## src/rtl/core/rrts_pkg.sv

```systemverilog
`default_nettype none

package rrts_pkg;

    // fixed field widths
    localparam int TASK_W  = 4;
    localparam int TIME_W  = 32;
    localparam int QUANT_W = 16;

    // action codes on the input item
    localparam logic ACT_ARRIVE = 1'b0;
    localparam logic ACT_TICK   = 1'b1;

    // controller states
    typedef enum logic [1:0] {
        ST_IDLE,
        ST_ARRIVE,
        ST_SLICE,
        ST_RUN
    } rrts_state_t;

    // commands from controller to datapath
    typedef struct packed {
        logic capture;
        logic arrive;
        logic slice;
        logic run;
    } rrts_cmd_t;

endpackage

`default_nettype wire

```

## src/rtl/core/rrts_ram.sv

```systemverilog
`default_nettype none

module rrts_ram #(
    parameter int WIDTH = 8,
    parameter int DEPTH = 16
) (
    input  wire logic                             clk,
    input  wire logic                             we,
    input  wire logic [$clog2(DEPTH)-1:0]         waddr,
    input  wire logic [WIDTH-1:0]                 wdata,
    input  wire logic [$clog2(DEPTH)-1:0]         raddr,
    output logic      [WIDTH-1:0]                 rdata
);

    logic [WIDTH-1:0] mem [DEPTH];

    // one write port, registered read port
    always_ff @(posedge clk)
    begin
        if (we)
        begin
            mem[waddr] <= wdata;
        end
        rdata <= mem[raddr];
    end

endmodule

`default_nettype wire

```

## src/rtl/core/rrts_ctrl.sv

```systemverilog
`default_nettype none

module rrts_ctrl
    import rrts_pkg::*;
(
    input  wire logic      clk,
    input  wire logic      rst_n,
    input  wire logic      start,
    input  wire logic      action,
    output logic           busy,
    output logic           strobe,
    output rrts_cmd_t      cmd
);

    rrts_state_t state_reg;
    rrts_state_t state_next;

    // state register
    always_ff @(posedge clk or negedge rst_n)
    begin
        if (!rst_n)
        begin
            state_reg <= ST_IDLE;
        end
        else
        begin
            state_reg <= state_next;
        end
    end

    // next state
    always_comb
    begin
        state_next = state_reg;
        unique case (state_reg)
            ST_IDLE:
            begin
                if (start)
                begin
                    state_next = (action == ACT_TICK) ? ST_SLICE : ST_ARRIVE;
                end
            end
            ST_ARRIVE: state_next = ST_IDLE;
            ST_SLICE:  state_next = ST_RUN;
            ST_RUN:    state_next = ST_IDLE;
            default:   state_next = ST_IDLE;
        endcase
    end

    // outputs
    always_comb
    begin
        busy        = 1'b1;
        strobe      = 1'b0;
        cmd         = '0;
        unique case (state_reg)
            ST_IDLE:
            begin
                busy        = 1'b0;
                cmd.capture = start;
            end
            ST_ARRIVE:
            begin
                cmd.arrive = 1'b1;
                strobe     = 1'b1;
            end
            ST_SLICE:
            begin
                cmd.slice = 1'b1;
            end
            ST_RUN:
            begin
                cmd.run = 1'b1;
                strobe  = 1'b1;
            end
            default:
            begin
                busy = 1'b1;
            end
        endcase
    end

endmodule

`default_nettype wire

```

## src/rtl/core/rrts_datapath.sv

```systemverilog
`default_nettype none

module rrts_datapath
    import rrts_pkg::*;
#(
    parameter int MAX_TASKS  = 16,
    parameter int BURST_BITS = 16
) (
    input  wire logic                  clk,
    input  wire logic                  rst_n,
    input  wire rrts_cmd_t             cmd,
    input  wire logic [TASK_W-1:0]     task_id,
    input  wire logic [BURST_BITS-1:0] burst,
    input  wire logic                  cfg_we,
    input  wire logic [QUANT_W-1:0]    cfg_wdata,
    output logic                       accepted,
    output logic                       run_valid,
    output logic [TASK_W-1:0]          run_task,
    output logic                       slice_end,
    output logic                       done_valid,
    output logic [TASK_W-1:0]          done_task,
    output logic [TIME_W-1:0]          done_time,
    output logic [TIME_W-1:0]          turnaround,
    output logic [TIME_W-1:0]          wait_time,
    output logic                       idle,
    output logic [TIME_W-1:0]          switch_count
);

    localparam int IW = $clog2(MAX_TASKS);
    localparam int CW = $clog2(MAX_TASKS + 1);
    localparam int EW = TASK_W + 2 * BURST_BITS + TIME_W;
    localparam logic [IW-1:0] LAST_SLOT = IW'(MAX_TASKS - 1);
    localparam logic [CW:0] OCC_MAX = (CW + 1)'(MAX_TASKS);

    // captured arrival payload
    logic [TASK_W-1:0]     task_in_reg;
    logic [BURST_BITS-1:0] burst_in_reg;

    // configuration and scheduler state
    logic [QUANT_W-1:0]    quantum_reg, quantum_next;
    logic [IW-1:0]         head_reg, head_next;
    logic [IW-1:0]         tail_reg, tail_next;
    logic [CW-1:0]         count_reg, count_next;
    logic                  running_reg, running_next;
    logic [TASK_W-1:0]     cur_task_reg, cur_task_next;
    logic [BURST_BITS-1:0] cur_rem_reg, cur_rem_next;
    logic [TIME_W-1:0]     cur_arr_reg, cur_arr_next;
    logic [BURST_BITS-1:0] cur_burst_reg, cur_burst_next;
    logic [QUANT_W-1:0]    slice_used_reg, slice_used_next;
    logic [TIME_W-1:0]     now_reg, now_next;
    logic [TIME_W-1:0]     dispatches_reg, dispatches_next;
    logic                  load_reg, load_next;

    // tick results held from the slice step to the run step
    logic                  slice_end_reg, slice_end_next;
    logic                  done_valid_reg, done_valid_next;
    logic [TASK_W-1:0]     done_task_reg, done_task_next;
    logic [TIME_W-1:0]     done_time_reg, done_time_next;
    logic [TIME_W-1:0]     tat_reg, tat_next;
    logic [TIME_W-1:0]     wait_reg, wait_next;
    logic                  idle_reg, idle_next;

    // queue memory
    logic                  wr_en;
    logic [EW-1:0]         wr_data;
    logic [EW-1:0]         rd_data;
    logic [TASK_W-1:0]     rd_task;
    logic [BURST_BITS-1:0] rd_rem;
    logic [TIME_W-1:0]     rd_arr;
    logic [BURST_BITS-1:0] rd_burst;

    // decisions
    logic                  room;
    logic                  rem_zero;
    logic                  end_slice;
    logic                  finished;
    logic                  requeue;
    logic                  free;
    logic                  queue_empty;
    logic                  keep_same;
    logic                  load;
    logic                  run_active;
    logic [TASK_W-1:0]     eff_task;
    logic [BURST_BITS-1:0] eff_rem;
    logic [TIME_W-1:0]     tat;

    function automatic logic [IW-1:0] next_slot(input logic [IW-1:0] i);
        return (i == LAST_SLOT) ? '0 : i + 1'b1;
    endfunction

    rrts_ram #(
        .WIDTH (EW),
        .DEPTH (MAX_TASKS)
    ) u_queue (
        .clk   (clk),
        .we    (wr_en),
        .waddr (tail_reg),
        .wdata (wr_data),
        .raddr (head_reg),
        .rdata (rd_data)
    );

    assign {rd_task, rd_rem, rd_arr, rd_burst} = rd_data;

    // slice end and dispatch decisions
    assign room        = ({1'b0, count_reg} + (CW + 1)'(running_reg)) < OCC_MAX;
    assign rem_zero    = (cur_rem_reg == '0);
    assign end_slice   = running_reg && (rem_zero || (slice_used_reg >= quantum_reg));
    assign finished    = end_slice && rem_zero;
    assign requeue     = end_slice && !rem_zero;
    assign free        = !running_reg || end_slice;
    assign queue_empty = (count_reg == '0);
    // preempted task with nothing queued is dispatched again in place
    assign keep_same   = requeue && queue_empty;
    assign load        = free && !queue_empty;
    assign tat         = now_reg - cur_arr_reg;

    // run step works on the freshly loaded task when a dispatch is pending
    assign run_active  = running_reg || load_reg;
    assign eff_task    = load_reg ? rd_task : cur_task_reg;
    assign eff_rem     = load_reg ? rd_rem : cur_rem_reg;

    // queue writes: arrivals and requeued tasks
    assign wr_en   = (cmd.arrive && room) || (cmd.slice && requeue && !queue_empty);
    assign wr_data = cmd.arrive ? {task_in_reg, burst_in_reg, now_reg, burst_in_reg}
                                : {cur_task_reg, cur_rem_reg, cur_arr_reg, cur_burst_reg};

    // next state
    always_comb
    begin
        quantum_next    = quantum_reg;
        head_next       = head_reg;
        tail_next       = tail_reg;
        count_next      = count_reg;
        running_next    = running_reg;
        cur_task_next   = cur_task_reg;
        cur_rem_next    = cur_rem_reg;
        cur_arr_next    = cur_arr_reg;
        cur_burst_next  = cur_burst_reg;
        slice_used_next = slice_used_reg;
        now_next        = now_reg;
        dispatches_next = dispatches_reg;
        load_next       = load_reg;
        slice_end_next  = slice_end_reg;
        done_valid_next = done_valid_reg;
        done_task_next  = done_task_reg;
        done_time_next  = done_time_reg;
        tat_next        = tat_reg;
        wait_next       = wait_reg;
        idle_next       = idle_reg;

        if (cfg_we)
        begin
            quantum_next = cfg_wdata;
        end

        // arrival
        if (cmd.arrive && room)
        begin
            tail_next  = next_slot(tail_reg);
            count_next = count_reg + 1'b1;
        end

        // slice end and dispatch
        if (cmd.slice)
        begin
            slice_end_next  = end_slice;
            done_valid_next = finished;
            done_task_next  = finished ? cur_task_reg : '0;
            done_time_next  = finished ? now_reg : '0;
            tat_next        = finished ? tat : '0;
            wait_next       = finished ? (tat - TIME_W'(cur_burst_reg)) : '0;
            idle_next       = free && queue_empty && !requeue;
            load_next       = load;
            running_next    = (running_reg && !end_slice) || keep_same;
            if (requeue && !queue_empty)
            begin
                tail_next = next_slot(tail_reg);
            end
            if (load)
            begin
                head_next = next_slot(head_reg);
                if (!requeue)
                begin
                    count_next = count_reg - 1'b1;
                end
            end
            if (load || keep_same)
            begin
                dispatches_next = dispatches_reg + 1'b1;
                slice_used_next = '0;
            end
        end

        // run one unit and advance time
        if (cmd.run)
        begin
            if (load_reg)
            begin
                cur_task_next  = rd_task;
                cur_rem_next   = rd_rem;
                cur_arr_next   = rd_arr;
                cur_burst_next = rd_burst;
                running_next   = 1'b1;
            end
            if (run_active)
            begin
                if (eff_rem != '0)
                begin
                    cur_rem_next = eff_rem - 1'b1;
                end
                if (slice_used_reg != '1)
                begin
                    slice_used_next = slice_used_reg + 1'b1;
                end
            end
            now_next  = now_reg + 1'b1;
            load_next = 1'b0;
        end
    end

    // arrival payload capture
    always_ff @(posedge clk)
    begin
        if (cmd.capture)
        begin
            task_in_reg  <= task_id;
            burst_in_reg <= burst;
        end
    end

    // state registers
    always_ff @(posedge clk or negedge rst_n)
    begin
        if (!rst_n)
        begin
            quantum_reg    <= QUANT_W'(4);
            head_reg       <= '0;
            tail_reg       <= '0;
            count_reg      <= '0;
            running_reg    <= 1'b0;
            cur_task_reg   <= '0;
            cur_rem_reg    <= '0;
            cur_arr_reg    <= '0;
            cur_burst_reg  <= '0;
            slice_used_reg <= '0;
            now_reg        <= '0;
            dispatches_reg <= '0;
            load_reg       <= 1'b0;
            slice_end_reg  <= 1'b0;
            done_valid_reg <= 1'b0;
            done_task_reg  <= '0;
            done_time_reg  <= '0;
            tat_reg        <= '0;
            wait_reg       <= '0;
            idle_reg       <= 1'b0;
        end
        else
        begin
            quantum_reg    <= quantum_next;
            head_reg       <= head_next;
            tail_reg       <= tail_next;
            count_reg      <= count_next;
            running_reg    <= running_next;
            cur_task_reg   <= cur_task_next;
            cur_rem_reg    <= cur_rem_next;
            cur_arr_reg    <= cur_arr_next;
            cur_burst_reg  <= cur_burst_next;
            slice_used_reg <= slice_used_next;
            now_reg        <= now_next;
            dispatches_reg <= dispatches_next;
            load_reg       <= load_next;
            slice_end_reg  <= slice_end_next;
            done_valid_reg <= done_valid_next;
            done_task_reg  <= done_task_next;
            done_time_reg  <= done_time_next;
            tat_reg        <= tat_next;
            wait_reg       <= wait_next;
            idle_reg       <= idle_next;
        end
    end

    // result fields, zero where they do not apply
    assign accepted     = cmd.arrive && room;
    assign run_valid    = cmd.run && run_active && (eff_rem != '0);
    assign run_task     = run_valid ? eff_task : '0;
    assign slice_end    = cmd.run && slice_end_reg;
    assign done_valid   = cmd.run && done_valid_reg;
    assign done_task    = done_valid ? done_task_reg : '0;
    assign done_time    = done_valid ? done_time_reg : '0;
    assign turnaround   = done_valid ? tat_reg : '0;
    assign wait_time    = done_valid ? wait_reg : '0;
    assign idle         = cmd.run && idle_reg;
    assign switch_count = dispatches_reg;

endmodule

`default_nettype wire

```

## src/rtl/core/round_robin_time_slice_scheduler.sv

```systemverilog
`default_nettype none
// round-robin time-slice scheduler
// arrive: result strobed in the cycle after the start transfer; busy until it is out, no new item taken
// tick: result strobed in the run state, which follows the slice state entered on the start transfer;
//   busy in both; the split allows the registered read of the ready-queue memory on a dispatch
// results are strobed for one cycle, the receiver cannot stall
// async active-low reset: queue empty, nothing running, time and counts zero, quantum 4

module round_robin_time_slice_scheduler
    import rrts_pkg::*;
#(
    parameter int MAX_TASKS  = 16,
    parameter int BURST_BITS = 16
) (
    input  wire logic                  clk,
    input  wire logic                  rst_n,
    input  wire logic                  start,
    output logic                       busy,
    input  wire logic                  action,
    input  wire logic [TASK_W-1:0]     task_id,
    input  wire logic [BURST_BITS-1:0] burst,
    input  wire logic                  cfg_we,
    input  wire logic [QUANT_W-1:0]    cfg_wdata,
    output logic                       strobe,
    output logic                       accepted,
    output logic                       run_valid,
    output logic [TASK_W-1:0]          run_task,
    output logic                       slice_end,
    output logic                       done_valid,
    output logic [TASK_W-1:0]          done_task,
    output logic [TIME_W-1:0]          done_time,
    output logic [TIME_W-1:0]          turnaround,
    output logic [TIME_W-1:0]          wait_time,
    output logic                       idle,
    output logic [TIME_W-1:0]          switch_count
);

    rrts_cmd_t cmd;

    // sequencer
    rrts_ctrl u_ctrl (
        .clk    (clk),
        .rst_n  (rst_n),
        .start  (start),
        .action (action),
        .busy   (busy),
        .strobe (strobe),
        .cmd    (cmd)
    );

    // queue, running task and counters
    rrts_datapath #(
        .MAX_TASKS  (MAX_TASKS),
        .BURST_BITS (BURST_BITS)
    ) u_datapath (
        .clk          (clk),
        .rst_n        (rst_n),
        .cmd          (cmd),
        .task_id      (task_id),
        .burst        (burst),
        .cfg_we       (cfg_we),
        .cfg_wdata    (cfg_wdata),
        .accepted     (accepted),
        .run_valid    (run_valid),
        .run_task     (run_task),
        .slice_end    (slice_end),
        .done_valid   (done_valid),
        .done_task    (done_task),
        .done_time    (done_time),
        .turnaround   (turnaround),
        .wait_time    (wait_time),
        .idle         (idle),
        .switch_count (switch_count)
    );

endmodule

`default_nettype wire
```

## config.mk

```make
export PLATFORM = sky130hd
export DESIGN_NAME = round_robin_time_slice_scheduler
export DESIGN_NICKNAME = d
export VERILOG_FILES = /design/src/rtl/core/rrts_pkg.sv /design/src/rtl/core/rrts_ram.sv /design/src/rtl/core/rrts_ctrl.sv /design/src/rtl/core/rrts_datapath.sv /design/src/rtl/core/round_robin_time_slice_scheduler.sv
export SDC_FILE = /design/constraint.sdc
export NUM_CORES = 2
export LEC_CHECK = 0
export BUFFER_PORTS_ARGS = -buffer_cell sky130_fd_sc_hd__buf_2
export CORE_MARGIN = 4
export CORE_UTILIZATION = 60
export DETAILED_ROUTE_END_ITERATION = 7
export PLACE_DENSITY = 0.73
export SYNTH_ARGS = -nofsm -noshare
export SYNTH_HDL_FRONTEND = slang
export SYNTH_HIERARCHICAL = 1
export SYNTH_SLANG_ARGS = --single-unit
```

## constraint.sdc

```tcl
create_clock -name clk -period 16.35 [get_ports clk]
set_clock_uncertainty 0.2 [all_clocks]
set_input_delay 3.27 -clock clk [delete_from_list [all_inputs] [get_ports clk]]
set_output_delay 3.27 -clock clk [all_outputs]
set_load 0.01 [all_outputs]
```

==> impl_metrics.tcl <==
set metrics [dict create \
    syn_inst 3630 \
    fin_ws_ps 9480 \
    synth.area.top_cells "edfxtp_1 55%, dfrtp_1 12%, mux4_2 10%, dfxtp_1 2.3%, a22oi_1 1.7%" \
    ys_warn_count 6 \
    fin_nets 4001 \
    viasPerCell 6.55 \
    crit_path_max_incr_delay_ps 530 \
    cp_max_fo 72 \
    final_common_cell "edfxtp_1" \
    tritoncts "yes" \
    top_register "u_datapath/u_queue/mem" \
    finalSetupTns_ps 0 \
    drv_cap 0 \
    track_usage 0.285 \
    dp_hpwl_mm 87.4 \
    timing.hold.ws_ps 258 \
    clockBufferDepth 3 \
    syn_nets 3746 \
    wl_mm 150 \
    avgSynthCellArea_um2 16.5 \
    crit_buf_inv 2 \
    combPwrFrac 0.321 \
    peakVddDrop_uv 175 \
    outcome "finished, final reports clean" \
    gp_congestion 0.887 \
    yosysTopAreaCell "edfxtp_1" \
    grt_max_degree 133 \
    drtAntennaViolNets 0 \
    die_w_um 324 \
    std_cell_rows 115 \
    p_int_mw 8.38 \
    setup_violations 0 \
    cts_hold_buf 0 \
    initial_core_util 0.607 \
    vias 34700 \
    p_per_area_nw_per_um2 186 \
    slew_violations 0 \
    cts_setup_buffers 0 \
    synth.cell_area_um2 60000 \
    ys_types 111 \
    crit_chain "buf_4, mux2i_1, ha_1, o2111ai_1, o41ai_4, or2_2, nor2_1, buf_2" \
    largest_reg_flops 1088 \
    cts_made_buffers 146 \
    synthToLayoutAreaGrowth_pct 12.7 \
    seq_area_frac_synth 0.695 \
    rsz0062_at_grt "no" \
    hold_class "reg2reg" \
    worstSetupPathType "reg2out" \
    cp-end-kind "output pin" \
    pwr-share-seq 0.414 \
    hold_start "u_datapath/u_queue/rdata[15]" \
    crit_start "u_datapath/load_reg" \
    ys_seq_elements 1460 \
    worstPathArrival_ps 3400 \
    maxSlewHeadroom 0.152 \
    swShare 0.335 \
    crit_path_start_kind "flop" \
    layout_common_cells "1108 x edfxtp_1, 279 x dfrtp_1, 272 x mux4_2" \
    period_minus_slack_ps 6870 \
    synth_edf_count 1108 \
    clk_pin_slew_ps 60 \
    drtPass1Iterations 6 \
    die_h_um 324 \
    grt_pass1_wl_mm 223 \
    antenna_found_initial 4 \
    drive_above_1_share 0.236 \
    drtIter0Drc 4660 \
    pre_cts_slack_ps 9470 \
    grt_pass1_vias 34200 \
    ctsResizeCount 0 \
    cts_root_buffer "clkbuf_16" \
    ios 184 \
    tightest_slew_ps 1260 \
    wl_per_cell_um 28.3 \
    hold_viol_final 0 \
    io_buffers 183 \
    n_fill_cell 6429 \
    dieArea_um2 105000 \
    ys.flop_type "edfxtp_1" \
    crit_family "buffers and inverters" \
    synth_top_area_frac 0.554 \
    core_area_um2 98900 \
    cts.sinks 1460 \
    grt_overflow_total 0 \
    switching_power_mw 4.22 \
    largestRegisters "u_datapath/u_queue/mem x1088, u_datapath/u_queue/rdata x68" \
    htree_num_levels 4 \
    p_leak_nw 25.3 \
    post-route-period-util 0.420 \
    critPathSlowestCell "buf_4" \
    clkLatencyLatePin_ps 750 \
    drc 0 \
    max_freq_ghz 0.145 \
    synthArstFlopShare 0.195 \
    timing.rr.start "u_datapath/now_reg[1]" \
    p_clk_frac 0.265 \
    worstPathRequired_ps 12880 \
]
power by group through the flow:
| stage | clock (mW) | combinational, mW | sequential (mW) |
|---|---|---|---|
| floorplan | 0 | 2.71 | 5.18 |
| global placement | 0 | 3.87 | 5.26 |
| detailed placement | 0 | 3.95 | 5.29 |
| CTS | 3.38 | 3.98 | 5.22 |
| global route | 3.56 | 4.34 | 5.26 |
| finish | 3.34 | 4.04 | 5.22 |
worst paths after layout:
check,to,slack (ps),depth (start not counted)
max reg2reg,u_datapath/wait_reg[28],10910,16
min reg2reg,u_datapath/cur_burst_reg[15],260,1
max in group asynchronous,u_datapath/head_reg[1],10510,4
max,run_task[0],9480,8
min in group asynchronous,u_datapath/done_time_reg[22],2330,1
min,u_datapath/cur_burst_reg[15],260,1
layer usage:
| metal | vias to the layer above | track usage | share of wire |
|---|---|---|---|
| met5 | - | 0 | 0 |
| met4 | 0 | 0.0810 | 0.025 |
| met3 | 245 | 0.0700 | 0.12 |
| met2 | 2010 | 0.432 | 0.46 |
| met1 | 17600 | 0.421 | 0.40 |
| li1 | 14800 | - | - |
cell usage after synthesis, drive strengths merged, types with 8 or more instances:
cell type  number
and2           16
a31oi          15
dfrtp         283
o21a           21
or2            11
o21ai         132
a22oi         138
nor2b           9
o211ai         10
mux4          272
nor4           26
and3          129
xnor2          62
or3             8
nand2b         30
ha             73
clkbuf        131
edfxtp       1108
a21oi          93
a22o           83
a21o           26
buf            64
nand2         223
xor2           46
nor3           39
a211oi          8
nand3          71
mux2           72
nand4          21
o2bb2ai        10
mux2i          15
and4            9
dfxtp          68
nor2           83
inv           118
cell families (layout without fill, tap and decap cells):
logic type	count (synthesis)	in the layout	synth area share
mux	359	359	0.118
compound gates	613	613	0.0729
simple gates	702	702	0.0607
other cells	0	1	0
flops	1460	1460	0.695
buf+inv	313	691	0.0215
fa+ha+maj	75	75	0.0159
xor+xnor	108	108	0.0158
layout make-up:
| cell class | count | area [µm²] | area share |
|---|---|---|---|
| tap | 1287 | 1610 | 0.0238 |
| sequential | 1460 | 41800 | 0.617 |
| inverter | 118 | 444 | 0.00656 |
| timing repair buffer | 302 | 1840 | 0.0272 |
| clock inverter | 67 | 669 | 0.00989 |
| clock buffer | 204 | 4180 | 0.0617 |
| antenna | 1 | 2.50 | 0.0000370 |
| multi-input combinational | 1857 | 17200 | 0.254 |
through the flow:
step                      utilization  power [mW]  area [µm²]  instances
after floorplan                     -        7.89       60000       3630
after global placement          0.636        9.14       62800       5024
after detailed placement        0.636        9.23       62800       5024
after CTS                       0.685        12.6       67700       5295
after global routing            0.685        13.2       67700       5295
final                           0.685        12.6       67700       5296
Note: power is estimated with default switching activity, not from simulation.
